**src/hdl/wsm_pkg.sv**
```systemverilog
// Shared types and constants for the wildcard string matcher.
package wsm_pkg;

   localparam int CHAR_W = 8;
   localparam int CMD_W  = 2;

   // Command codes carried on req_tuser.
   localparam logic [CMD_W-1:0] CMD_CLEAR  = 2'd0;
   localparam logic [CMD_W-1:0] CMD_APPEND = 2'd1;
   localparam logic [CMD_W-1:0] CMD_TEXT   = 2'd2;
   localparam logic [CMD_W-1:0] CMD_FINISH = 2'd3;

   // Pattern wildcards.
   localparam logic [CHAR_W-1:0] WILD_ONE = 8'h3F;
   localparam logic [CHAR_W-1:0] WILD_RUN = 8'h2A;

   // Wavefront handed from one cell to the next.
   typedef struct packed {
      logic              valid;
      logic [CHAR_W-1:0] text;
      logic              left_new;
      logic              left_old;
   } wave_type;

endpackage

```
**src/hdl/wsm_cell.sv**
```systemverilog
// One pattern cell: a pattern byte, its prefix match bit and a wave stage.
module wsm_cell (
   input  logic                       clock,
   input  logic                       reset,
   input  logic                       kill,
   input  logic                       wr_en,
   input  logic [wsm_pkg::CHAR_W-1:0] wr_char,
   input  logic                       wr_bit,
   input  wsm_pkg::wave_type          wave_in,
   output wsm_pkg::wave_type          wave_out,
   output logic                       match_bit
);

   logic [wsm_pkg::CHAR_W-1:0] pat_ff;
   logic                       bit_ff;
   logic                       bit_in;
   wsm_pkg::wave_type          wave_ff;
   wsm_pkg::wave_type          wave_in_next;
   logic                       new_bit;

   // A matching literal or ? takes the diagonal; a run wildcard takes left or up.
   always_comb begin
      if (pat_ff == wsm_pkg::WILD_ONE || pat_ff == wave_in.text) begin
         new_bit = wave_in.left_old;
      end else if (pat_ff == wsm_pkg::WILD_RUN) begin
         new_bit = wave_in.left_new | bit_ff;
      end else begin
         new_bit = 1'b0;
      end
   end

   always_comb begin
      bit_in                = bit_ff;
      wave_in_next.valid    = wave_in.valid;
      wave_in_next.text     = wave_in.text;
      wave_in_next.left_new = new_bit;
      wave_in_next.left_old = bit_ff;
      if (wr_en) begin
         bit_in = wr_bit;
      end else if (wave_in.valid) begin
         bit_in = new_bit;
      end
   end

   always_ff @(posedge clock) begin
      if (wr_en) begin
         pat_ff <= wr_char;
      end
      bit_ff <= bit_in;
      if (reset || kill) begin
         wave_ff.valid <= 1'b0;
      end else begin
         wave_ff <= wave_in_next;
      end
   end

   assign wave_out  = wave_ff;
   assign match_bit = bit_ff;

endmodule

```
**src/hdl/wildcard_string_matcher_core.sv**
```systemverilog
// Top level of the wildcard string matcher: control, prefix zero and the row of cells.
//
//   Channel | Direction | Content
//   req_    | in        | tuser[1:0] cmd, tdata[7:0] ch
//   rsp_    | out       | tdata[0] matched, tdata[1] overflow
//
// Clear, append and finish are handled without leaving the idle state, and so is a
// text byte with an empty pattern. Any other text byte holds off the input while its
// update wave walks down the row of cells one cell per cycle, and until the result
// is loaded after the wave has passed the last stored cell.
// Reset is synchronous and active high; it empties the pattern and kills any
// wave in flight. A result waits in the output register while rsp_tready is
// low, and a new transaction is taken only once that register can be freed.
module wildcard_string_matcher_core #(
   parameter int MAX_PATTERN = 64
) (
   input  logic        clock,
   input  logic        reset,
   // Request stream.
   input  logic        req_tvalid,
   output logic        req_tready,
   input  logic [7:0]  req_tdata,   // [7:0] ch
   input  logic [1:0]  req_tuser,   // [1:0] cmd
   // Response stream.
   output logic        rsp_tvalid,
   input  logic        rsp_tready,
   output logic [7:0]  rsp_tdata    // [0] matched, [1] overflow, [7:2] zero
);

   localparam int LEN_W = $clog2(MAX_PATTERN + 1);

   // Controller states.
   localparam logic ST_IDLE = 1'b0;
   localparam logic ST_WAVE = 1'b1;

   logic                 state_ff, state_in;
   logic [LEN_W-1:0]     len_ff, len_in;
   logic [LEN_W-1:0]     cnt_ff, cnt_in;
   logic                 ovf_ff, ovf_in;
   logic                 seen_ff, seen_in;
   logic                 bit0_ff, bit0_in;
   wsm_pkg::wave_type    launch_ff, launch_in;
   logic                 rsp_valid_ff, rsp_valid_in;
   logic                 rsp_match_ff, rsp_match_in;
   logic                 rsp_ovf_ff, rsp_ovf_in;

   logic                 slot_free;
   logic                 accept;
   logic                 kill;
   logic                 wr_go;
   logic                 wr_bit;
   logic                 full;
   logic [MAX_PATTERN:0] row;

   // Wave registers: entry zero is the launch stage, entry j leaves cell j.
   wsm_pkg::wave_type    wave_chain [0:MAX_PATTERN];

   assign slot_free  = !rsp_valid_ff || rsp_tready;
   assign req_tready = (state_ff == ST_IDLE) && slot_free;
   assign accept     = req_tvalid && req_tready;
   assign full       = (len_ff == LEN_W'(MAX_PATTERN));

   // Appends are ignored once text has arrived, and dropped when the store is full.
   assign wr_go  = accept && (req_tuser == wsm_pkg::CMD_APPEND) && !seen_ff && !full;
   assign wr_bit = (req_tdata == wsm_pkg::WILD_RUN) && row[len_ff];

   assign row[0]        = bit0_ff;
   assign wave_chain[0] = launch_ff;

   genvar j;
   generate
      for (j = 1; j <= MAX_PATTERN; j++) begin : g_cell
         wsm_cell u_cell (
            .clock     (clock),
            .reset     (reset),
            .kill      (kill),
            .wr_en     (wr_go && (len_ff == LEN_W'(j - 1))),
            .wr_char   (req_tdata),
            .wr_bit    (wr_bit),
            .wave_in   (wave_chain[j-1]),
            .wave_out  (wave_chain[j]),
            .match_bit (row[j])
         );
      end
   endgenerate

   always_comb begin
      state_in          = state_ff;
      len_in            = len_ff;
      cnt_in            = cnt_ff;
      ovf_in            = ovf_ff;
      seen_in           = seen_ff;
      bit0_in           = bit0_ff;
      kill              = 1'b0;
      launch_in.valid    = 1'b0;
      launch_in.text     = req_tdata;
      launch_in.left_new = 1'b0;
      launch_in.left_old = bit0_ff;
      rsp_valid_in      = rsp_valid_ff && !rsp_tready;
      rsp_match_in      = rsp_match_ff;
      rsp_ovf_in        = rsp_ovf_ff;

      case (state_ff)
         ST_IDLE: begin
            if (accept) begin
               case (req_tuser)
                  wsm_pkg::CMD_CLEAR: begin
                     len_in  = '0;
                     ovf_in  = 1'b0;
                     seen_in = 1'b0;
                     bit0_in = 1'b1;
                     kill    = 1'b1;
                  end
                  wsm_pkg::CMD_APPEND: begin
                     if (!seen_ff) begin
                        if (full) begin
                           ovf_in = 1'b1;
                        end else begin
                           len_in = len_ff + LEN_W'(1);
                        end
                     end
                  end
                  wsm_pkg::CMD_TEXT: begin
                     seen_in = 1'b1;
                     bit0_in = 1'b0;
                     if (len_ff == '0) begin
                        // An empty pattern never matches non-empty text.
                        rsp_valid_in = 1'b1;
                        rsp_match_in = 1'b0;
                        rsp_ovf_in   = ovf_ff;
                     end else begin
                        launch_in.valid = 1'b1;
                        cnt_in          = len_ff;
                        state_in        = ST_WAVE;
                     end
                  end
                  wsm_pkg::CMD_FINISH: begin
                     rsp_valid_in = 1'b1;
                     rsp_match_in = row[len_ff];
                     rsp_ovf_in   = ovf_ff;
                  end
                  default: begin
                  end
               endcase
            end
         end
         ST_WAVE: begin
            // The count reaches zero once the wave has updated the last stored cell.
            if (cnt_ff != '0) begin
               cnt_in = cnt_ff - LEN_W'(1);
            end else if (slot_free) begin
               rsp_valid_in = 1'b1;
               rsp_match_in = row[len_ff];
               rsp_ovf_in   = ovf_ff;
               state_in     = ST_IDLE;
            end
         end
         default: begin
            state_in = ST_IDLE;
         end
      endcase
   end

   always_ff @(posedge clock) begin
      if (reset) begin
         state_ff        <= ST_IDLE;
         len_ff          <= '0;
         cnt_ff          <= '0;
         ovf_ff          <= 1'b0;
         seen_ff         <= 1'b0;
         bit0_ff         <= 1'b1;
         launch_ff.valid <= 1'b0;
         rsp_valid_ff    <= 1'b0;
      end else begin
         state_ff     <= state_in;
         len_ff       <= len_in;
         cnt_ff       <= cnt_in;
         ovf_ff       <= ovf_in;
         seen_ff      <= seen_in;
         bit0_ff      <= bit0_in;
         launch_ff    <= launch_in;
         rsp_valid_ff <= rsp_valid_in;
      end
      rsp_match_ff <= rsp_match_in;
      rsp_ovf_ff   <= rsp_ovf_in;
   end

   assign rsp_tvalid = rsp_valid_ff;
   assign rsp_tdata  = {6'b0, rsp_ovf_ff, rsp_match_ff};

   // A launched wave always belongs to a text byte that is still being worked on.
   a_launch_in_wave: assert property (@(posedge clock) disable iff (reset)
      launch_ff.valid |-> (state_ff == ST_WAVE))
      else $error("wave launched outside the wave state");

   // The overflow flag is only ever set with a full store.
   a_ovf_full: assert property (@(posedge clock) disable iff (reset)
      ovf_ff |-> full)
      else $error("overflow flagged with room left in the store");

   // No wave reaches the end of the row before text has arrived since the last clear.
   a_no_wave_before_text: assert property (@(posedge clock) disable iff (reset)
      !seen_ff |-> !wave_chain[MAX_PATTERN].valid)
      else $error("wave in the row without text");

   // When the wave has passed the last stored cell and the output is free, a result follows.
   a_wave_result: assert property (@(posedge clock) disable iff (reset)
      (state_ff == ST_WAVE && cnt_ff == '0 && slot_free) |=> rsp_tvalid)
      else $error("text result lost");

endmodule

```
**config.mk**
```make
export PLATFORM = sky130hd
export DESIGN_NAME = wildcard_string_matcher_core
export DESIGN_NICKNAME = d
export VERILOG_FILES = /design/src/hdl/wsm_pkg.sv /design/src/hdl/wsm_cell.sv /design/src/hdl/wildcard_string_matcher_core.sv
export SDC_FILE = /design/constraint.sdc
export NUM_CORES = 2
export LEC_CHECK = 0
export ABC_CLOCK_PERIOD_IN_PS = 23000
export BUFFER_PORTS_ARGS = -buffer_cell sky130_fd_sc_hd__buf_4
export CORE_MARGIN = 4
export CORE_UTILIZATION = 36
export CTS_CLUSTER_SIZE = 14
export DETAILED_ROUTE_END_ITERATION = 10
export HOLD_SLACK_MARGIN = 0.05
export SETUP_SLACK_MARGIN = 0.05
export SLEW_MARGIN = 20
export SYNTH_ARGS = -nofsm -noshare
export SYNTH_HDL_FRONTEND = slang
export SYNTH_SLANG_ARGS = --single-unit
```
**constraint.sdc**
```tcl
create_clock -name clock -period 23 [get_ports clock]
set_input_delay 3.45 -clock clock [delete_from_list [all_inputs] [get_ports clock]]
set_output_delay 3.45 -clock clock [all_outputs]
set_load 0.03 [all_outputs]
```
Yosys cells after proc, flatten, opt, wreduce, memory -nomap -nowiden
Index checks and enable logic that the tools add are counted.
{"block": "word_totals", "latchBits": 0, "word_cells": 1244, "out_inout_bits": 10, "mem_count": 0, "regBits": 1300, "ram_bits": 0, "in_bits": 14, "romBits": 0}
{"block": "classes", "mul": 0, "shifts": 0, "bitwise_logic": 64, "n_eq_ne": 271, "reduce_logical": 216, "mux": 298, "n_div": 0, "magnitude_cmp": 1, "addsub": 2}
{"op": "$eq 8x6->1 const B", "count": 129}
{"op": "$eq 8x8->1", "count": 64}
{"op": "$mux 1", "count": 279}
{"op": "$eq 7x6->1 const B", "count": 32}
{"op": "$reduce_bool 2->1", "count": 66}
{"op": "$eq 7x5->1 const B", "count": 16}
{"op": "$logic_and 1x1->1", "count": 71}
{"op": "$logic_or 1x1->1", "count": 66}
{"op": "$or 1x1->1", "count": 63}
{"op": "$eq 7x4->1 const B", "count": 8}
{"op": "$mux 7", "count": 6}
{"op": "$eq 7x3->1 const B", "count": 4}
{"op": "$pmux 7 s2", "count": 2}
{"op": "$pmux 1 s2", "count": 10}
{"op": "$reduce_and 5->1", "count": 3}
{"op": "$eq 7x2->1 const B", "count": 2}
{"op": "$ne 2x2->1 const B", "count": 6}
{"op": "$lt 7x8->1 const B", "count": 1}
{"op": "$add 7x1->7 const B", "count": 1}
{"op": "$bmux 1 s7", "count": 1}
{"op": "$eq 7x1->1 const B", "count": 1}
{"op": "$eq 7x7->1 const B", "count": 1}
{"op": "$logic_not 7->1", "count": 1}
{"op": "$reduce_bool 7->1", "count": 1}
{"op": "12 further kinds", "count": 18}

Longest topological paths before layout
{"block": "depth", "ltp_word": 9, "ltp_mapped": 13, "ltp_nobuf": 8}

By module
Synthesis repeated with hierarchy kept, for this count alone.
{"block": "unflattened", "cells_unflattened": 3211, "area_unflattened_um2": 52211.3}
{"mod": "wsm_cell", "cells_each": 45, "seq_area_each_um2": 590.6, "area_each_um2": 774.5, "n_inst": 64}
{"mod": "wildcard_string_matcher_core", "cells_each": 331, "seq_area_each_um2": 730.7, "area_each_um2": 2643.8, "n_inst": 1}

Worst setup path before layout
OpenSTA, ideal clock, no wires.
{"block": "synth_path", "path_type": "input port to flip-flop", "from": "input rsp_tready", "to": "register bit0_ff", "stages": 8, "arrival_ns": 22.531, "slack_ns": -0.476, "t_required_ns": 22.055, "path_buffers": 2, "setup_ns": 0.945, "cell_sequence": "nand2b_1 nand3_1 nor3_1 or2_1 clkbuf_1 inv_1 clkbuf_1 o21ai_0"}
{"block": "synth_between", "elab_chain_cells": 4}
{"item": "start: declaration", "line_no": "wildcard_string_matcher_core.sv:26", "source": "input logic rsp_tready,"}
{"item": "$logic_or 1x1->1", "line_no": "wildcard_string_matcher_core.sv:58", "source": "assign slot_free = !rsp_valid_ff || rsp_tready;"}
{"item": "$logic_and 1x1->1", "line_no": "wildcard_string_matcher_core.sv:59", "source": "assign req_tready = (state_ff == ST_IDLE) && slot_free;"}
{"item": "$logic_and 1x1->1", "line_no": "wildcard_string_matcher_core.sv:60", "source": "assign accept = req_tvalid && req_tready;"}
{"item": "$reduce_and 3->1 (no line)"}
{"item": "end signal: assignment", "line_no": "wildcard_string_matcher_core.sv:180", "source": "bit0_ff <= bit0_in;"}
{"item": "end: declaration", "line_no": "wildcard_string_matcher_core.sv:41", "source": "logic bit0_ff, bit0_in;"}
Every way passes these cells.
A chain may end at the register's enable or synchronous reset.

Worst setup path after layout
{"block": "layout_path", "from": "input rsp_tready", "to": "output req_tready"}
{"block": "layout_between", "elab_chain_cells": 2}
{"item": "$logic_or 1x1->1", "line_no": "wildcard_string_matcher_core.sv:58"}
{"item": "$logic_and 1x1->1", "line_no": "wildcard_string_matcher_core.sv:59"}
{"item": "end: declaration", "line_no": "wildcard_string_matcher_core.sv:21", "source": "output logic req_tready,"}
Every way passes these cells.

==> metrics.md <==
| Metric | Value |
|---|---|
| Largest net degree at the start of global routing | `slightly below 200` |
| Status | `complete, no violations` |
| Int Pwr | `3.980 mW` |
| CTS max path bufs | `3` |
| Total power | `5.002 mW` |
| Via count | `approximately 25000` |
| # rows | `136` |
| RSZ-0062 raised after global routing | `no` |
| Final #Nets | `3284` |
| Hold Buf Count CTS | `0` |
| Clock transition at path regs | `~0.060 ns` |
| Core area | `about 0.14 mm2` |
| # IOs | `24` |
| #FFs+latches synth | `1300` |
| Wire length per cell | `20.51 um` |
| Initial antenna violation count | `2` |
| Area contributors post-synth | `edfxtp_1 73%, xor2_1 9.0%, dfxtp_1 3.3%` |
| Global-route wire length before repair | `158.4 mm` |
| Initial DRT Pass Iterations | `6` |
| Synth top area share | `0.7299` |
| Post-route setup TNS | `0 ns` |
| Mapped Area | `0.05007 mm2` |
| Drt initial violations | `2027` |
| LEAKAGE | `19.55 nW` |
| Fin util | `0.4127` |
| Worst setup margin | `15.55 ns` |
| Residual DRC count | `0` |
| VDD IR max | `roughly 0.057 mV` |
| Area Growth Syn to Fin | `13.60%` |
| DR top layer | `met4` |
| GRT Util Overall | `0.1434` |
| GR Overflow Total | `0` |
| Part of the power in combinational logic | `0.024` |
| Post-synth EDFFs | `~1200` |
| Worst Setup End Kind | `output pin` |
| Post-Route WL | `106.1 mm` |
| Post-CTS Repair Setup Buffers | `0` |
| Slew margin rel. | `0.2506` |
| Finished Layout Cells | `between 5000 and 6000` |
| Synthesis Warnings | `0` |
| Syn Inst Count | `3121` |
| Met3 wire len | `5.371 mm` |
| Yosys top cell by area | `edfxtp_1` |
| Crit path kind | `in2out` |
| Pre-CTS setup slack | `14.87 ns` |
| CTS tree | `yes` |
| Clock share of power | `0.431` |
| Sequential area share after synthesis | `0.7630` |
| Worst path arrival time | `about 4 ns` |
| CTS H-tree lvls | `4` |
| Post-DR vias/cell | `4.929` |
| Total CTS buffers | `134` |
| DP HPWL | `between 60 and 70 mm` |
| CTS Sinks | `1300` |
| Die area | `0.1451 mm2` |
| Switching power | `1.022 mW` |
| Sw frac | `0.2043` |
| Wl on met1 | `47.99 mm` |
| Syn_area_per_cell | `approximately 16 um2` |
| CTS resizes | `0` |
| Initial Utilization | `0.3633` |
| CTS root buffer | `clkbuf_16` |
| Crit path time final | `7.452 ns` |
| Routed wl met2 | `51.12 mm` |
| Die height | `380.9 um` |
| Worst Tran Pin Value | `roughly 1.1 ns` |
| Crit Path Max Fanout | `3` |
| Post-synth ARST share | `0` |
| Placed cell count | `slightly below 5000` |
| Worst skew pair latency | `about 0.73 ns` |
| Port Buffers | `17` |
| Maxcap violations | `0` |
| Final Instance Area | `0.05688 mm2` |
| Final worst path period share | `0.3240` |
| CP Data Required Time | `~20 ns` |
| Cell variety after synth | `50` |
| Die width | `380.9 um` |
| Area after DPL | `0.05243 mm2` |
| Pwr dens | `approximately 88 mW/mm2` |
| Share of layout cells above drive strength 1 | `0.08768` |
| RD Place Congestion | `0.7885` |
| Seq pwr share | `0.545` |
| Post-route ant nets | `0` |
| Layout Skew | `0.03022 ns` |
| Fin Hold WS | `around 0.44 ns` |
| CP Launch Type | `input port` |
| Commonest non-fill, non-tap cell in the layout | `edfxtp_1` |
| Peak Freq | `around 130 MHz` |
| Most frequent cells in the layout | `1217 x edfxtp_1, 516 x xor2_1, 198 x nor2_1` |
| Hold Crit Class | `reg2reg` |
| Top FF cell, synth | `edfxtp_1` |
| Number of global-route vias before repair | `25550` |
| Final Setup Violations | `0` |
| Final count of hold timing violations | `0` |
| Final Max Slew Viols | `0` |
critical path, cell delays in order:
cell and delay (ns):
buf_4 0.11, nor2b_1 0.17, nor2_1 0.07, buf_4 0.20
layout make-up:
class                      count  area, um2
clock inverter                61      590.6
clock buffer                 187       3852
fill                       12350      80950
sequential                  1300      38210
timing repair buffer          44      346.6
multi-input combinational   1689      11270
inverter                      95      364.1
tap                         1794       2245
antenna                        2      5.005
power groups by stage:
stage	clock network [mW]	registers, mW	logic (mW)
6_report	2.16	2.72	0.122
3_3_place_gp	0	2.77	0.122
5_1_grt	2.31	2.73	0.135
4_1_cts	2.20	2.73	0.125
2_1_floorplan	0	2.77	0.0718
3_5_place_dp	0	2.77	0.124
synthesized netlist by cell type, types with 2 or more instances:
master / count
a211oi_1: 5
a21oi_1: 17
a22oi_1: 70
a32oi_1: 2
and2_0: 2
and2_1: 70
and3_1: 5
buf_2: 3
buf_4: 9
buf_6: 8
clkbuf_1: 21
dfxtp_1: 83
edfxtp_1: 1217
ha_1: 6
inv_1: 95
mux2i_1: 83
mux4_2: 6
nand2_1: 124
nand2b_1: 24
nand3_1: 79
nand4_1: 68
nor2_1: 198
nor2b_1: 5
nor3_1: 71
nor3b_1: 3
nor4_1: 129
nor4b_1: 3
o211ai_1: 2
o21ai_0: 132
o22ai_1: 2
or2_2: 43
or3_1: 2
xnor2_1: 2
xor2_1: 516
sequential cells by signal (all words and copies together) (netlist names):
register	cells
bit0_ff	1
g_cell.u_cell.pat_ff	512
rsp_tvalid	1
len_ff	7
cnt_ff	7
rsp_match_ff	1
g_cell.u_cell.match_bit	64
seen_ff	1
rsp_ovf_ff	1
ovf_ff	1
launch_ff	10
g_cell.u_cell.wave_out	693
state_ff	1
path summary, 6_finish.rpt:
kind	to	slack (ns)	start	cells after the start
hold reg to reg	launch_ff[0]	0.44	bit0_ff	0
setup reg to reg	g_cell[63].u_cell.wave_out[1]	17.58	state_ff	8
setup / recovery	req_tready	15.55	rsp_tready	4
hold / removal	launch_ff[0]	0.44	bit0_ff	0
cell families after synthesis:
logic type / synth area share
buffers and inverters: 0.01222
adder cells (fa/ha/maj): 0.001499
AO/OA/AOI/OAI: 0.02886
flip-flops: 0.7630
AND/OR/NAND/NOR: 0.08441
multiplexers: 0.01929
XOR/XNOR: 0.09061
other: 0.00007489
metal layers:
| layer | vias up | GRT usage |
|---|---|---|
| met5 | - | 0 |
| met2 | 610 | 0.2357 |
| met3 | 122 | 0.02709 |
| met1 | 12830 | 0.1977 |
| li1 | 11930 | - |
| met4 | 0 | 0.03443 |
(Power assumes the default switching activity.)
